$ cat config.mk
export PLATFORM = sky130hd
export DESIGN_NAME = priority_round_robin_task_scheduler
export DESIGN_NICKNAME = d
export VERILOG_FILES = /design/src/rtl/prrts_pkg.sv /design/src/rtl/prrts_table.sv /design/src/rtl/priority_round_robin_task_scheduler.sv
export SDC_FILE = /design/constraint.sdc
export NUM_CORES = 1
export LEC_CHECK = 0
export BUFFER_PORTS_ARGS = -buffer_cell sky130_fd_sc_hd__buf_2
export CAP_MARGIN = 20
export CORE_MARGIN = 2
export CORE_UTILIZATION = 37
export CTS_BUF_LIST = sky130_fd_sc_hd__clkbuf_4 sky130_fd_sc_hd__clkbuf_8
export DETAILED_ROUTE_END_ITERATION = 10
export GPL_TIMING_DRIVEN = 0
export PLACE_DENSITY = 0.6
export SLEW_MARGIN = 20
export SYNTH_ARGS = -nofsm -noshare
export SYNTH_HDL_FRONTEND = slang
export SYNTH_HIERARCHICAL = 1
export SYNTH_SLANG_ARGS = --single-unit
$ cat constraint.sdc
create_clock -name clock -period 9.9 [get_ports clock]
set_input_delay 0.495 -clock clock [delete_from_list [all_inputs] [get_ports clock]]
set_output_delay 0.495 -clock clock [all_outputs]
set_load 0.005 [all_outputs]
$ cat src/rtl/prrts_pkg.sv
// Shared types, constants and helper functions of the task scheduler.
package prrts_pkg;

   localparam int TASK_SLOTS      = 16;
   localparam int PRIORITY_LEVELS = 8;
   localparam int TICK_BITS       = 32;

   localparam int SLOT_BITS  = $clog2(TASK_SLOTS);
   localparam int COUNT_BITS = $clog2(TASK_SLOTS + 1);
   localparam int PRIO_BITS  = $clog2(PRIORITY_LEVELS);

   localparam logic [COUNT_BITS-1:0] IDLE_ID = COUNT_BITS'(TASK_SLOTS);

   typedef enum logic [2:0] {
      FN_CREATE  = 3'd0,
      FN_YIELD   = 3'd1,
      FN_DELAY   = 3'd2,
      FN_UNTIL   = 3'd3,
      FN_SWEEP   = 3'd4,
      FN_SET     = 3'd5
   } func_type;

   typedef enum logic [1:0] {
      ST_READY   = 2'd0,
      ST_RUNNING = 2'd1,
      ST_BLOCKED = 2'd2
   } run_state_type;

   typedef enum logic [1:0] {
      STS_OK     = 2'd0,
      STS_FULL   = 2'd1,
      STS_PRIO   = 2'd2,
      STS_PASSED = 2'd3
   } status_type;

   // One row of the task table.
   typedef struct packed {
      logic [1:0]           run_state;
      logic [PRIO_BITS-1:0] prio;
      logic [TICK_BITS-1:0] wake_tick;
      logic                 object_wait;
   } entry_type;

   // Write port of the task table.
   typedef struct packed {
      logic                 en;
      logic [SLOT_BITS-1:0] addr;
      entry_type            data;
   } table_wr_type;

   // True when a - b, read as a signed tick difference, is at most zero.
   function automatic logic tick_reached(input logic [TICK_BITS-1:0] a,
                                         input logic [TICK_BITS-1:0] b);
      logic [TICK_BITS-1:0] d;
      d = a - b;
      return (d == '0) || d[TICK_BITS-1];
   endfunction

endpackage

$ cat src/rtl/prrts_table.sv
// Task table memory: one write port and one registered read port.
module prrts_table (
   input  logic                           clock,
   input  prrts_pkg::table_wr_type        wr,
   input  logic                           rd_en,
   input  logic [prrts_pkg::SLOT_BITS-1:0] rd_addr,
   output prrts_pkg::entry_type           rd_data
);
   import prrts_pkg::*;

   entry_type mem [TASK_SLOTS];
   entry_type rd_data_ff;

   always_ff @(posedge clock) begin
      if (wr.en) begin
         mem[wr.addr] <= wr.data;
      end
      if (rd_en) begin
         rd_data_ff <= mem[rd_addr];
      end
   end

   assign rd_data = rd_data_ff;

endmodule

$ cat src/rtl/priority_round_robin_task_scheduler.sv
// Top level of the fixed-priority round-robin task scheduler.
// The task table lives in a single-port-read memory, and yield, delay and sweep requests walk
// it one entry per cycle. A create, rejected or ignored request goes straight to the result; a
// set-state request does one read-modify-write of the table; a yield or delay does at most a
// read-modify-write of the running task, a pass to find the highest ready priority, a
// round-robin pass at that level and a commit read-modify-write; a wakeup sweep walks the
// table. The result is held until the receiver stops stalling, and the next request is taken
// once it has gone. Task slot 16 stands for the idle task.
module priority_round_robin_task_scheduler (
   input  logic        clock,
   input  logic        reset,
   input  logic        req_valid,
   output logic        req_stall,
   input  logic [2:0]  req_func,
   input  logic [7:0]  req_priority_req,
   input  logic [31:0] req_tick_now,
   input  logic [31:0] req_delay_ticks,
   input  logic [31:0] req_target_tick,
   input  logic [3:0]  req_task_index,
   input  logic [1:0]  req_new_state,
   input  logic        req_waits_on_object,
   output logic        rsp_valid,
   input  logic        rsp_stall,
   output logic [1:0]  rsp_status,
   output logic [4:0]  rsp_chosen_task,
   output logic        rsp_switched,
   output logic [4:0]  rsp_woken_count,
   output logic [31:0] rsp_spurious_total,
   output logic [3:0]  rsp_created_index
);
   import prrts_pkg::*;

   typedef enum logic [2:0] {S_IDLE, S_RMW_RD, S_RMW_WR, S_SCAN, S_OUT} state_type;
   typedef enum logic [1:0] {K_SET, K_YIELD, K_BLOCK, K_COMMIT} kind_type;
   typedef enum logic [1:0] {PH_MAX, PH_RR, PH_SWEEP} phase_type;

   state_type             state_ff;
   kind_type              kind_ff;
   phase_type             phase_ff;
   logic [2:0]            func_ff;
   logic [TICK_BITS-1:0]  now_ff;
   logic [TICK_BITS-1:0]  wake_val_ff;
   logic [1:0]            nst_ff;
   logic                  wob_ff;
   logic [SLOT_BITS-1:0]  addr_ff;
   logic [COUNT_BITS-1:0] n_ff;
   logic [COUNT_BITS-1:0] running_ff;
   logic [COUNT_BITS-1:0] cursor_ff [PRIORITY_LEVELS];
   logic [31:0]           supp_ff;
   logic [COUNT_BITS-1:0] rd_cnt_ff;
   logic [SLOT_BITS-1:0]  rd_idx_ff;
   logic                  ev_ff;
   logic [SLOT_BITS-1:0]  ev_idx_ff;
   logic                  found_ff;
   logic [PRIO_BITS-1:0]  best_ff;
   logic [SLOT_BITS-1:0]  pick_ff;
   logic [1:0]            status_ff;
   logic                  sw_ff;
   logic [4:0]            woken_ff;
   logic [3:0]            created_ff;

   table_wr_type          wr;
   logic                  rd_en;
   logic [SLOT_BITS-1:0]  rd_addr;
   entry_type             rd_data;
   entry_type             mod_entry;
   logic                  scan_done;
   logic                  running_valid;
   logic                  sweep_hit;
   logic [COUNT_BITS-1:0] rd_idx_inc;
   logic [COUNT_BITS-1:0] cur_sel;
   logic [COUNT_BITS-1:0] cur_inc;
   logic [SLOT_BITS-1:0]  rr_start;
   logic [COUNT_BITS-1:0] nt;
   logic [TICK_BITS-1:0]  req_tick;
   logic [TICK_BITS-1:0]  req_target;

   prrts_table u_table (
      .clock   (clock),
      .wr      (wr),
      .rd_en   (rd_en),
      .rd_addr (rd_addr),
      .rd_data (rd_data)
   );

   assign req_tick      = req_tick_now[TICK_BITS-1:0];
   assign req_target    = req_target_tick[TICK_BITS-1:0];
   assign running_valid = running_ff < n_ff;
   assign scan_done     = (rd_cnt_ff == n_ff) && !ev_ff;
   assign rd_idx_inc    = COUNT_BITS'(rd_idx_ff) + 1'b1;
   assign cur_sel       = cursor_ff[best_ff];
   assign cur_inc       = cur_sel + 1'b1;
   assign rr_start      = (cur_inc < n_ff) ? cur_inc[SLOT_BITS-1:0] : '0;
   assign nt            = (phase_ff == PH_RR) ? COUNT_BITS'(pick_ff) : IDLE_ID;
   assign sweep_hit     = ev_ff && (phase_ff == PH_SWEEP)
                          && (rd_data.run_state == ST_BLOCKED)
                          && tick_reached(rd_data.wake_tick, now_ff);

   always_comb begin
      mod_entry = rd_data;
      case (kind_ff)
         K_SET: begin
            mod_entry.run_state   = nst_ff;
            mod_entry.object_wait = wob_ff;
         end
         K_YIELD: mod_entry.run_state = ST_READY;
         K_BLOCK: begin
            mod_entry.run_state   = ST_BLOCKED;
            mod_entry.wake_tick   = wake_val_ff;
            mod_entry.object_wait = 1'b0;
         end
         K_COMMIT: mod_entry.run_state = ST_RUNNING;
         default: mod_entry = rd_data;
      endcase
   end

   always_comb begin
      rd_en   = 1'b0;
      rd_addr = rd_idx_ff;
      wr      = '0;
      case (state_ff)
         S_IDLE: begin
            if (req_valid && req_func == FN_CREATE && n_ff < IDLE_ID
                && req_priority_req < 8'(PRIORITY_LEVELS)) begin
               wr.en                  = 1'b1;
               wr.addr                = n_ff[SLOT_BITS-1:0];
               wr.data.run_state      = ST_READY;
               wr.data.prio           = req_priority_req[PRIO_BITS-1:0];
               wr.data.wake_tick      = '0;
               wr.data.object_wait    = 1'b0;
            end
         end
         S_RMW_RD: begin
            rd_en   = 1'b1;
            rd_addr = addr_ff;
         end
         S_RMW_WR: begin
            wr.en   = 1'b1;
            wr.addr = addr_ff;
            wr.data = mod_entry;
         end
         S_SCAN: begin
            rd_en = rd_cnt_ff < n_ff;
            if (sweep_hit && !rd_data.object_wait) begin
               wr.en                = 1'b1;
               wr.addr              = ev_idx_ff;
               wr.data              = rd_data;
               wr.data.run_state    = ST_READY;
            end
         end
         default: begin
            rd_en = 1'b0;
         end
      endcase
   end

   always_ff @(posedge clock) begin
      if (reset) begin
         state_ff   <= S_IDLE;
         n_ff       <= '0;
         running_ff <= IDLE_ID;
         supp_ff    <= '0;
         ev_ff      <= 1'b0;
         rd_cnt_ff  <= '0;
         for (int p = 0; p < PRIORITY_LEVELS; p++) begin
            cursor_ff[p] <= IDLE_ID;
         end
      end else begin
         case (state_ff)
            S_IDLE: begin
               if (req_valid) begin
                  func_ff     <= req_func;
                  now_ff      <= req_tick;
                  wake_val_ff <= (req_func == FN_DELAY)
                                 ? req_tick + req_delay_ticks[TICK_BITS-1:0] : req_target;
                  nst_ff      <= req_new_state;
                  wob_ff      <= req_waits_on_object;
                  status_ff   <= STS_OK;
                  sw_ff       <= 1'b0;
                  woken_ff    <= '0;
                  created_ff  <= '0;
                  rd_cnt_ff   <= '0;
                  rd_idx_ff   <= '0;
                  ev_ff       <= 1'b0;
                  found_ff    <= 1'b0;
                  best_ff     <= '0;
                  state_ff    <= S_OUT;
                  case (req_func)
                     FN_CREATE: begin
                        if (n_ff >= IDLE_ID) begin
                           status_ff <= STS_FULL;
                        end else if (req_priority_req >= 8'(PRIORITY_LEVELS)) begin
                           status_ff <= STS_PRIO;
                        end else begin
                           created_ff <= 4'(n_ff);
                           n_ff       <= n_ff + 1'b1;
                        end
                     end
                     FN_YIELD: begin
                        phase_ff <= PH_MAX;
                        addr_ff  <= running_ff[SLOT_BITS-1:0];
                        kind_ff  <= K_YIELD;
                        state_ff <= running_valid ? S_RMW_RD : S_SCAN;
                     end
                     FN_DELAY, FN_UNTIL: begin
                        phase_ff <= PH_MAX;
                        addr_ff  <= running_ff[SLOT_BITS-1:0];
                        kind_ff  <= K_BLOCK;
                        if (req_func == FN_UNTIL && tick_reached(req_target, req_tick)) begin
                           status_ff <= STS_PASSED;
                        end else begin
                           state_ff <= running_valid ? S_RMW_RD : S_SCAN;
                        end
                     end
                     FN_SWEEP: begin
                        phase_ff <= PH_SWEEP;
                        state_ff <= S_SCAN;
                     end
                     FN_SET: begin
                        addr_ff <= req_task_index[SLOT_BITS-1:0];
                        kind_ff <= K_SET;
                        if (COUNT_BITS'(req_task_index) < n_ff
                            && req_new_state <= ST_BLOCKED) begin
                           state_ff <= S_RMW_RD;
                        end
                     end
                     default: state_ff <= S_OUT;
                  endcase
               end
            end
            S_RMW_RD: state_ff <= S_RMW_WR;
            S_RMW_WR: begin
               state_ff <= (kind_ff == K_YIELD || kind_ff == K_BLOCK) ? S_SCAN : S_OUT;
            end
            S_SCAN: begin
               if (rd_cnt_ff < n_ff) begin
                  rd_cnt_ff <= rd_cnt_ff + 1'b1;
                  rd_idx_ff <= (rd_idx_inc == n_ff) ? '0 : rd_idx_inc[SLOT_BITS-1:0];
               end
               ev_ff     <= rd_cnt_ff < n_ff;
               ev_idx_ff <= rd_idx_ff;
               if (ev_ff) begin
                  case (phase_ff)
                     PH_MAX: begin
                        if (rd_data.run_state == ST_READY
                            && (!found_ff || rd_data.prio > best_ff)) begin
                           found_ff <= 1'b1;
                           best_ff  <= rd_data.prio;
                        end
                     end
                     PH_RR: begin
                        // The first ready task at the best level after the cursor wins.
                        if (!found_ff && rd_data.run_state == ST_READY
                            && rd_data.prio == best_ff) begin
                           found_ff <= 1'b1;
                           pick_ff  <= ev_idx_ff;
                        end
                     end
                     default: begin
                        if (sweep_hit) begin
                           if (rd_data.object_wait) begin
                              supp_ff <= supp_ff + 1'b1;
                           end else begin
                              woken_ff <= woken_ff + 1'b1;
                           end
                        end
                     end
                  endcase
               end
               if (scan_done) begin
                  if (phase_ff == PH_MAX && found_ff) begin
                     phase_ff  <= PH_RR;
                     found_ff  <= 1'b0;
                     rd_cnt_ff <= '0;
                     rd_idx_ff <= rr_start;
                  end else if (phase_ff == PH_SWEEP) begin
                     state_ff <= S_OUT;
                  end else begin
                     if (phase_ff == PH_RR) begin
                        cursor_ff[best_ff] <= nt;
                     end
                     running_ff <= nt;
                     sw_ff      <= (func_ff == FN_YIELD) ? (nt != running_ff) : 1'b1;
                     addr_ff    <= nt[SLOT_BITS-1:0];
                     kind_ff    <= K_COMMIT;
                     state_ff   <= (nt != IDLE_ID) ? S_RMW_RD : S_OUT;
                  end
               end
            end
            S_OUT: begin
               if (!rsp_stall) begin
                  state_ff <= S_IDLE;
               end
            end
            default: state_ff <= S_IDLE;
         endcase
      end
   end

   assign req_stall          = state_ff != S_IDLE;
   assign rsp_valid          = state_ff == S_OUT;
   assign rsp_status         = status_ff;
   assign rsp_chosen_task    = 5'(running_ff);
   assign rsp_switched       = sw_ff;
   assign rsp_woken_count    = woken_ff;
   assign rsp_spurious_total = supp_ff;
   assign rsp_created_index  = created_ff;

endmodule
==> results.cfg <==
[timing]
setup_violations = 0
fin_skew_ns = 0.0441
post-route-period-util_pct = 74.6
tightestPinTransition_ns = 1.09
max_slew_margin_pct = 27.3
setup_tns_ns = 0
max_freq_ghz = 0.135
period_minus_slack_ns = 7.39
hold_viol = 0
rsz0062_at_grt = no
slew_violations = 0

[logic_synthesis]
synth-seq-area-share_pct = 62.8
synth_edf_count = 792
async_flop_share_pct = 0
ys_warn_count = 6
synth-seq-cells = 846
synth_ff_type = edfxtp_1
syn_nets = 3042
synth.distinct_cells = 78
synthesis.area_mm2 = 0.0396
synth_cells = 2799
syn_avg_cell_area_um2 = 14.1

[clock_tree]
cts.repair.resized = 0
cts_buffer_depth = 3
clockRootBuffer = clkbuf_8
cts_setup_buffers = 0
htree_levels = 4
clkSlewWorstSetupHoldPaths_ns = 0.06
clk_latency_ns = 0.81
cts_made_buffers = 136
cts_tree = yes
clock_sinks = 846

[global_routing]
first_global_vias = 25430
antenna_found_initial = 4
grt_overflow = 0
grt.total_usage_pct = 20.0
grt_max_degree = 29
grt_first_pass_wirelength_um = 163000

[worst_setup_path]
critical_path_required_ns = 10.40
critPathMaxFanout = 9
crit_top_cell = buf_4
start_kind = flip-flop
cp_slowest_stage_delay_ns = 0.67
path_class = reg2reg
cp-end-kind = flip-flop
crit_arrival_ns = 7.89
crit_chain = inv_1 -> ha_1 -> fa_1 -> nand2b_1 -> a211oi_2 -> o21ai_0 -> a2111oi_0 -> o21a_1 -> o2111ai_1 -> or4_1 -> or4b_1 -> buf_2 -> a211o_1 -> nand2_1 -> or2_2 -> or3b_2 -> nor3_2 -> buf_4 -> buf_4 -> buf_6
startpoint = u_table/rd_data[1]$_DFFE_PP_
cp_top_family = simple AND/OR/NAND/NOR gates
cp_num_buf_inv = 5
slowest_stage = nor3_2
r2r-start = u_table/rd_data[1]$_DFFE_PP_

[power_and_ir_drop]
power.density_mw_per_mm2 = 181
peakVddDrop_mv = 0.127
finalPower_mw = 8.41
leakagePower_nw = 16.3

[final_layout]
final_cell_mix = edfxtp_1, nand2_1, buf_2
drive_gt1_share_pct = 20.4
fin_nets = 3454
fin_cells = 4702
final_common_cell = edfxtp_1
fillCellCount = 9577
synthToLayoutAreaGrowth_pct = 17.1
fin_area_mm2 = 0.0464

[flow_run]
cap_violations = 0

[floorplan]
die_area_mm2 = 0.110
rows = 119
initial_core_util_pct = 37.4
io_pins = 169
die_x_um = 331
core_area_mm2 = 0.106
die_h_um = 331

[worst_hold_path]
hp-start = req_target_tick[4]
hold_path.class = in2reg

[routing]
via_per_inst = 5.57
routedWlPerCell_um = 23.3
first_pass_iters = 6
route.vias.total = 26213
drcViolationCount = 0
drt_iter0_markers = 2918
ant_nets = 0
wirelength_um = 110000

[placed_design]
dpl.cell_count = 4411
dp_hpwl_um = 78800
placed_cell_area_mm2 = 0.0432
portBuffers = 168
place.gp.congestion = 0.925

[status]
status = complete, no violations
## worst min-delay path: cells and delay by family
kind	cells	cell delay (ns)
AOI/OAI and AO/OA	1	0.07
buffers and inverters	1	0.11
and+or+nand+nor	1	0.05
## registers in the layout (all words and copies together), names as in the netlist, 5 cells and up, named ones only
name                flops
u_table/mem           608
cursor_ff              40
u_table/rd_data        38
now_ff                 32
rsp_spurious_total     32
wake_val_ff            32
n_ff                    5
rd_cnt_ff               5
rsp_chosen_task         5
rsp_woken_count         5
## layout make-up
class	instances	area (µm²)	area share (%)
Inverter	119	447	0.963
Timing Repair Buffer	274	2260	4.87
Antenna cell	1	2.50	0.00540
Clock buffer	182	2250	4.86
Multi-Input combinational cell	1703	13800	29.8
Sequential cell	846	24900	53.6
Buffer	131	607	1.31
Tap cell	1391	1740	3.75
Clock inverter	55	382	0.823
## synthesized netlist by cell type (all sizes together) (45+ instances only)
cell type  count  area share [%]
edfxtp       792              60
mux4         162             9.2
nand3         68            0.86
ha           122             3.9
dfxtp         54             2.7
a21oi        138             1.8
inv          119             1.1
o21ai        140             1.8
a22oi         83             1.6
clkbuf        98            0.93
a21o          46            0.87
nand2        194             1.8
nor2         159             1.5
nor3          45            0.57
## report_power, final
part	internal, mW	switching (mW)
Clock	1.57	1.38
Sequential	4.05	0.0482
Combinational	0.525	0.834
Total	6.14	2.26
## timing repair
item	CTS	global route
setup endpoints to repair	0	0
hold endpoints to repair	52	0
hold buffers	52	0
## kinds of logic (layout without fill, tap and decap cells)
group	count (synthesis)	after routing	synth area share (%)
muxes	187	187	9.89
buffers and inverters	250	761	2.66
other	0	1	0
and+or+nand+nor	696	696	8.60
xor gates and xnor gates	66	66	1.46
DFF	846	846	62.8
adders and majority gates	125	125	4.01
AOI/OAI and AO/OA	629	629	10.6
## path summary, 6_finish.rpt
path | to | slack (ns) | cells past startpoint
min reg2reg | pick_ff[3]$_DFFE_PP_ | 0.47 | 0
max reg2reg | u_table/mem[0][13]$_DFFE_PP_ | 2.51 | 20
min | wake_val_ff[4]$_DFFE_PP_ | 0.05 | 3
max | u_table/mem[0][13]$_DFFE_PP_ | 2.51 | 20
## stage by stage
step / worst slack (ns) / hold WS, ns / util, %
3_3_place_gp: -2.14 / 0.450 / 39.9
2_1_floorplan: 2.23 / 0.424 / -
6_report: 2.51 / 0.0545 / 43.9
4_1_cts: 2.60 / 0.00166 / 43.8
3_5_place_dp: 2.65 / 0.450 / 40.9
5_1_grt: 2.11 / 0.0375 / 43.9
## layer usage
metal / up-vias / share of wire, % / global-route usage (%)
li1: 11872 / - / -
met2: 981 / 48 / 32.1
met4: 0 / 2.1 / 6.04
met1: 13219 / 43 / 28.1
met5: - / 0 / 0
met3: 141 / 6.8 / 3.23
(Power assumes the default switching activity.)
